==> src/sv/ftfc_pkg.sv <==
`default_nettype none
package ftfc_pkg;

  localparam int unsigned Co2W      = 16;
  localparam int unsigned HumW      = 14;
  localparam int unsigned ThrPctW   = 7;
  localparam int unsigned OvrMinW   = 11;
  localparam int unsigned ElapsedW  = 17;
  localparam int unsigned ErrRunW   = 8;
  localparam int unsigned CfgDataW  = 16;
  localparam int unsigned CfgIdxW   = 2;
  localparam int unsigned InDataW   = 40;
  localparam int unsigned OutDataW  = 40;

  localparam int unsigned HumScale  = 100;
  localparam int unsigned SecsPerMin = 60;

  // x/5 for x < 2**19: multiply by ceil(2**21/5), keep bits 21 and up
  localparam int unsigned SumW      = Co2W + 3;
  localparam int unsigned Div5Shift = 21;
  localparam logic [SumW-1:0] Div5Mul = SumW'(419431);

  localparam logic [3:0] ErrLimitRst = 4'd3;

  // item kinds (tuser)
  localparam logic [1:0] FUNC_SAMPLE = 2'd0;
  localparam logic [1:0] FUNC_TICK   = 2'd1;
  localparam logic [1:0] FUNC_MODE   = 2'd2;

  // fan modes
  localparam logic [1:0] MODE_AUTO    = 2'd0;
  localparam logic [1:0] MODE_MAN_OFF = 2'd1;
  localparam logic [1:0] MODE_MAN_ON  = 2'd2;
  localparam logic [1:0] MODE_INVALID = 2'd3;

  // register indexes
  localparam logic [CfgIdxW-1:0] REG_CO2_THR   = 2'd0;
  localparam logic [CfgIdxW-1:0] REG_HUM_THR   = 2'd1;
  localparam logic [CfgIdxW-1:0] REG_OVR_MIN   = 2'd2;
  localparam logic [CfgIdxW-1:0] REG_ERR_LIMIT = 2'd3;

  typedef struct packed {
    logic [Co2W-1:0]     co2_thr;
    logic [HumW-1:0]     hum_thr_centi;
    logic [ElapsedW-1:0] ovr_secs;
    logic [ErrRunW-1:0]  err_limit;
  } cfg_t;

  typedef struct packed {
    logic [1:0]      new_mode;
    logic            sensor_error;
    logic [HumW-1:0] humidity_centi;
    logic [Co2W-1:0] co2_ppm;
  } item_t;

  typedef struct packed {
    logic [Co2W-1:0]     last_co2;
    logic [HumW-1:0]     last_hum;
    logic [Co2W-1:0]     avg_co2;
    logic [HumW-1:0]     avg_hum;
    logic                avg_loaded;
    logic                fan_state;
    logic [1:0]          fan_mode;
    logic [ElapsedW-1:0] elapsed;
    logic [ErrRunW-1:0]  error_run;
  } state_t;

  typedef struct packed {
    logic            mode_error;
    logic            hw_fail;
    logic [HumW-1:0] filtered_humidity;
    logic [Co2W-1:0] filtered_co2;
    logic [1:0]      mode_now;
    logic [1:0]      fan_status;
    logic            fan_on;
  } result_t;

  // (20*last + 80*avg) / 100 == (last + 4*avg) / 5
  function automatic logic [Co2W-1:0] filt(input logic [Co2W-1:0] last,
                                           input logic [Co2W-1:0] avg);
    logic [SumW-1:0]   sum;
    logic [2*SumW-1:0] prod;
    sum  = SumW'(last) + {1'b0, avg, 2'b00};
    prod = (2*SumW)'(sum) * (2*SumW)'(Div5Mul);
    return prod[Div5Shift +: Co2W];
  endfunction

endpackage
`default_nettype wire

==> src/sv/ftfc_core.sv <==
`default_nettype none
module ftfc_core (
  input  ftfc_pkg::cfg_t    cfg_i,
  input  ftfc_pkg::state_t  state_i,
  input  logic [1:0]        func_i,
  input  ftfc_pkg::item_t   item_i,
  output ftfc_pkg::state_t  state_o,
  output ftfc_pkg::result_t result_o
);
  import ftfc_pkg::*;

  state_t st;
  logic   mode_err;
  logic   do_exp;
  logic   do_dec;

  always_comb begin
    st       = state_i;
    mode_err = 1'b0;
    do_exp   = 1'b0;
    do_dec   = 1'b0;
    case (func_i)
      FUNC_SAMPLE: begin
        if (item_i.sensor_error) begin
          if (st.error_run != '1) begin
            st.error_run = st.error_run + 1'b1;
          end
        end else if (item_i.co2_ppm != '0) begin
          st.error_run = '0;
          st.last_co2  = item_i.co2_ppm;
          st.last_hum  = item_i.humidity_centi;
        end
        if (st.avg_loaded) begin
          st.avg_co2 = filt(st.last_co2, st.avg_co2);
          st.avg_hum = HumW'(filt(Co2W'(st.last_hum), Co2W'(st.avg_hum)));
        end else begin
          st.avg_co2    = st.last_co2;
          st.avg_hum    = st.last_hum;
          st.avg_loaded = 1'b1;
        end
        do_exp = 1'b1;
        do_dec = 1'b1;
      end
      FUNC_TICK: begin
        if (st.fan_mode == MODE_MAN_ON && st.elapsed != '1) begin
          st.elapsed = st.elapsed + 1'b1;
        end
      end
      FUNC_MODE: begin
        if (item_i.new_mode == MODE_INVALID) begin
          mode_err = 1'b1;
        end else if (item_i.new_mode == st.fan_mode) begin
          do_exp = 1'b1;
          do_dec = 1'b1;
        end else begin
          st.elapsed  = '0;
          st.fan_mode = item_i.new_mode;
          do_dec      = 1'b1;
        end
      end
      default: begin
      end
    endcase

    if (do_exp && st.fan_mode == MODE_MAN_ON && st.elapsed > cfg_i.ovr_secs) begin
      st.fan_mode = MODE_AUTO;
      st.elapsed  = '0;
    end

    if (do_dec) begin
      case (st.fan_mode)
        MODE_MAN_OFF: st.fan_state = 1'b0;
        MODE_MAN_ON:  st.fan_state = 1'b1;
        default:      st.fan_state = (st.avg_hum > cfg_i.hum_thr_centi) ||
                                     (st.avg_co2 > cfg_i.co2_thr);
      endcase
    end
  end

  assign state_o = st;

  always_comb begin
    result_o.fan_on            = st.fan_state;
    result_o.fan_status        = {st.fan_mode != MODE_AUTO, st.fan_state};
    result_o.mode_now          = st.fan_mode;
    result_o.filtered_co2      = st.avg_co2;
    result_o.filtered_humidity = st.avg_hum;
    result_o.hw_fail           = st.error_run > cfg_i.err_limit;
    result_o.mode_error        = mode_err;
  end

endmodule
`default_nettype wire

==> src/sv/filtered_threshold_fan_controller.sv <==
// Throughput: one item per cycle while m_axis_tready holds; the state update
// is a single pass through the core between the input and result registers.
// Both sides are decoupled by the result register, so a stall downstream
// blocks input only once the input register is also full.
// Reset clears state_q and the valid flags, but not the item and result data;
// error_limit resets to 3, the other config registers to 0.
`default_nettype none
module filtered_threshold_fan_controller (
  input  logic                               clk_i,
  input  logic                               rst_ni,
  input  logic                               s_axis_tvalid,
  output logic                               s_axis_tready,
  // co2_ppm[15:0], humidity_centi[29:16], sensor_error[30], new_mode[32:31]
  input  logic [ftfc_pkg::InDataW-1:0]       s_axis_tdata,
  // func[1:0]
  input  logic [1:0]                         s_axis_tuser,
  output logic                               m_axis_tvalid,
  input  logic                               m_axis_tready,
  // fan_on[0], fan_status[2:1], mode_now[4:3], filtered_co2[20:5],
  // filtered_humidity[34:21], hw_fail[35], mode_error[36]
  output logic [ftfc_pkg::OutDataW-1:0]      m_axis_tdata,
  input  logic                               cfg_we_i,
  input  logic [ftfc_pkg::CfgIdxW-1:0]       cfg_idx_i,
  input  logic [ftfc_pkg::CfgDataW-1:0]      cfg_data_i
);
  import ftfc_pkg::*;

  cfg_t    cfg_q;
  state_t  state_q;
  state_t  state_d;
  logic    in_v_q;
  logic [1:0] in_func_q;
  item_t   in_item_q;
  logic    out_v_q;
  result_t out_res_q;
  result_t res_d;
  logic    advance;
  logic    s_accept;

  assign advance       = in_v_q && (!out_v_q || m_axis_tready);
  assign s_axis_tready = !in_v_q || advance;
  assign s_accept      = s_axis_tvalid && s_axis_tready;

  always_ff @(posedge clk_i or negedge rst_ni) begin
    if (!rst_ni) begin
      cfg_q.co2_thr       <= '0;
      cfg_q.hum_thr_centi <= '0;
      cfg_q.ovr_secs      <= '0;
      cfg_q.err_limit     <= ErrRunW'(ErrLimitRst);
    end else if (cfg_we_i) begin
      unique case (cfg_idx_i)
        REG_CO2_THR:   cfg_q.co2_thr <= cfg_data_i[Co2W-1:0];
        REG_HUM_THR:   cfg_q.hum_thr_centi <=
                         HumW'(cfg_data_i[ThrPctW-1:0]) * HumW'(HumScale);
        REG_OVR_MIN:   cfg_q.ovr_secs <=
                         ElapsedW'(cfg_data_i[OvrMinW-1:0]) * ElapsedW'(SecsPerMin);
        REG_ERR_LIMIT: cfg_q.err_limit <= cfg_data_i[ErrRunW-1:0];
        default: begin
        end
      endcase
    end
  end

  ftfc_core u_core (
    .cfg_i    (cfg_q),
    .state_i  (state_q),
    .func_i   (in_func_q),
    .item_i   (in_item_q),
    .state_o  (state_d),
    .result_o (res_d)
  );

  always_ff @(posedge clk_i or negedge rst_ni) begin
    if (!rst_ni) begin
      state_q <= '0;
      in_v_q  <= 1'b0;
      out_v_q <= 1'b0;
    end else begin
      in_v_q <= s_accept || (in_v_q && !advance);
      if (advance) begin
        state_q <= state_d;
        out_v_q <= 1'b1;
      end else if (m_axis_tready) begin
        out_v_q <= 1'b0;
      end
    end
  end

  always_ff @(posedge clk_i) begin
    if (s_accept) begin
      in_func_q                <= s_axis_tuser;
      in_item_q.co2_ppm        <= s_axis_tdata[Co2W-1:0];
      in_item_q.humidity_centi <= s_axis_tdata[Co2W +: HumW];
      in_item_q.sensor_error   <= s_axis_tdata[Co2W+HumW];
      in_item_q.new_mode       <= s_axis_tdata[Co2W+HumW+1 +: 2];
    end
    if (advance) begin
      out_res_q <= res_d;
    end
  end

  assign m_axis_tvalid = out_v_q;
  assign m_axis_tdata  = OutDataW'(out_res_q);

endmodule
`default_nettype wire
==> config.mk <==
export PLATFORM = sky130hd
export DESIGN_NAME = filtered_threshold_fan_controller
export DESIGN_NICKNAME = d
export VERILOG_FILES = /design/src/sv/ftfc_pkg.sv /design/src/sv/ftfc_core.sv /design/src/sv/filtered_threshold_fan_controller.sv
export SDC_FILE = /design/constraint.sdc
export NUM_CORES = 1
export LEC_CHECK = 0
export ABC_AREA = 0
export BUFFER_PORTS_ARGS = -buffer_cell sky130_fd_sc_hd__buf_2
export CORE_ASPECT_RATIO = 0.75
export CORE_MARGIN = 2
export CORE_UTILIZATION = 50
export DETAILED_ROUTE_END_ITERATION = 10
export GPL_TIMING_DRIVEN = 1
export PLACE_DENSITY_LB_ADDON = 0.15
export SLEW_MARGIN = 25
export SYNTH_ARGS = -nofsm -noshare
export SYNTH_HDL_FRONTEND = slang
export SYNTH_SLANG_ARGS = --single-unit
==> constraint.sdc <==
create_clock -name clk_i -period 13.9 [get_ports clk_i]
set_input_delay 2.085 -clock clk_i [delete_from_list [all_inputs] [get_ports clk_i]]
set_output_delay 2.085 -clock clk_i [all_outputs]
set_load 0.03 [all_outputs]
==> reports/results.tsv <==
stage	metric	value	unit
run_status	status	finished, final reports clean	
sta	setup TNS	0	ns
layout	Area Growth Syn to Fin	8.98	%
critical_path	CP Buf/Inv Count	4	
sta	Fin. Hold Viols	0	
place	post-DP HPWL	47.9	mm
min_path	hold-critical path depth	2	
layout	# diodes	0	
cts	CTS sink cnt	213	
cts	Max clock buf depth	3	
critical_path	Worst R2R Path Depth	48	
cts	TritonCTS Buffers	25	
routing	DRC errors left	0	
critical_path	CP Class	reg2reg	
routing	routed wire length	58.0	mm
routing	1st-iter DRT viols	1204	
layout	FF+latch area	5690	um^2
layout	Filler cells	4233	
grt	GRT overflow	0	
min_path	Hold/Removal Path Class	reg2reg	
cts	Root Buffer	clkbuf_16	
routing	DR WL/cell	18.1	um
sta	RSZ-0062 raised after global routing	false	
critical_path	Critical Path Slowest Stage Cell	a211oi_1	
sta	final setup fails	0	
routing	via density per instance	5.31	
floorplan	total die area	49300	um^2
floorplan	core area	47100	um^2
floorplan	io pins	107	
floorplan	row count	69	
synth	sequential cell area fraction in the yosys report	23.9	%
synth	Netlist cell types	73	
sta	max-slew violations	0	
critical_path	reg-to-reg startpoint	in_item_q[2]	
critical_path	crit-path leading delay family	compound AO/OA/AOI/OAI gates	
cts	clock latency on the worst-skew pair	0.56	ns
synth	Syn Area/Cell	9.71	um^2
critical_path	Arr. time, crit path	13.26	ns
sta	post-route minimum period	12.99	ns
synth	asr flop ratio synth	66.7	%
synth	EDFF count, synth	71	
critical_path	Worst Path Required	14.18	ns
cts	H-tree Lvls	1	
synth	Synth Register Bits	213	
layout	area of the multi-input gates	16100	um^2
critical_path	startpoint types	flop	
critical_path	Max stage delay on crit path	0.62	ns
critical_path	CP startpoint	in_item_q[2]	
cts	TritonCTS clock tree	yes	
sta	hold slack final	0.473	ns
cts	hold_buf cts	0	
sta	Final period util	93.4	%
synth	Gate Count Post-Synth	2447	
place	Buffers on Ports	96	
grt	vias in the first global route	17079	
min_path	Hold Crit Start	state_q[75]	
critical_path	CP Depth	48	
routing	Final ANT Viol Nets	0	
grt	largest net degree at the start of global routing	115	
sta	Peak Freq	0.0770	GHz
critical_path	Worst Path Max Fanout	9	
run	max_cap viols	0	
routing	Vias	16963	
layout	layout cell share with drive strength beyond 1	7.90	%
layout	Final #Nets	3253	
critical_path	crit path capture type	flop	
floorplan	starting density of the core	50.4	%
sta	Slew HR	33.7	%
layout	most frequent cells in the layout	inv_1, ha_1, fa_1, nand2_1, o21ai_0	
synth	Primary FF master, synth	dfrtp_1	
routing	drt first pass iters	5	
synth	Syn Std Cell Area	23800	um^2
floorplan	Die Y-Extent	193	um
place	Routability Congestion	0.910	
grt	first-pass GRT wire length	93.4	mm
critical_path	most used cell, CP	fa_1	
grt	GRT Util Overall	24.3	%
cts	Worst-path clk slew	0.07	ns
sta	Clock Skews	0.0206	ns
grt	antenna violations before repair	0	
synth	synth warn	0	
layout	most common cell after layout, fill and taps aside	inv_1	
sta	measured slew at the worst slew-check pin	0.988	ns
floorplan	Die Width	256	um
## kinds of logic (layout without fill, tap and decap cells)
kind of cell               Yosys count  after routing  share of synthesized area [%]
other                                1              3                         0.0158
muxes                               52             52                           2.31
DFF                                213            213                           23.9
AOI/OAI and AO/OA                  437            437                           11.3
and+or+nand+nor                    469            469                           8.81
buffers and inverters              547            655                           8.72
xor gates and xnor gates            77             77                           2.84
adders and majority gates          651            651                           42.0
## worst paths after layout
check	end	slack (ns)
max	m_axis_tdata[1]	0.91
min	state_q[75]	0.47
max reg2reg	m_axis_tdata[1]	0.91
min reg2reg	state_q[75]	0.47
max in group asynchronous	state_q[67]	10.90
min in group asynchronous	state_q[22]	1.57
## per-layer routing
layer  wire length [um]  global-route usage [%]  up-vias
li1                   -                       -     8268
met1              29300                    37.3     8239
met2              23500                    35.0      403
met3               4180                    5.52       53
met4                988                    4.34        0
met5                  0                       0        -
## state kept, by name, indices dropped and copies added (netlist names)
| name | count |
|---|---|
| in_item_q | 33 |
| m_axis_tdata | 36 |
| in_func_q | 2 |
| state_q | 89 |
| m_axis_tvalid | 1 |
| in_v_q | 1 |
| cfg_q | 51 |
## per-stage QoR
stage	utilization (%)	setup WS, ns	std cells	instance area (um^2)
5_1_grt	54.9	0.119	3196	25900
3_5_place_dp	53.0	0.936	3150	25000
4_1_cts	54.9	0.902	3196	25900
3_3_place_gp	53.0	1.14	3150	25000
6_report	54.9	0.913	3196	25900
2_1_floorplan	-	3.55	2449	23800
## timing repair
action	CTS	global route
resized for setup	0	1
buffers inserted	0	0
setup endpoints to repair	0	1
## area by class of cell
type / count / share of cell area [%]
clock buffers: 31 / 2.71
clock inverters: 15 / 0.720
inverters: 497 / 7.20
multi-input cells: 1689 / 62.0
flip-flops and latches: 213 / 22.0
well taps: 639 / 3.09
repair buffers: 112 / 2.34
## Yosys cell counts, types with 15 or more instances
cell type,instances,area (um^2)
nand4_1,20,125
fa_1,246,4920
nor2_1,116,435
nand2_1,207,777
nand3_1,33,165
o21ai_0,155,776
mux2_2,23,259
xnor2_1,45,394
mux2i_1,29,290
ha_1,404,5050
clkbuf_1,36,135
edfxtp_1,71,2130
nor3_1,19,95.1
o21a_1,15,113
xor2_1,32,280
a21oi_1,101,505
a21o_1,45,338
inv_1,497,1870
dfrtp_1,140,3500
## worst min-delay path, cell delays in order, from the launching register on
cell,delay (ns)
dfrtp_1,0.34
nand2_1,0.05
nand2_1,0.05
Power is left out: the tool's default activity adds up to more than one toggle a clock period on the data nets, which glitch-free logic cannot reach.
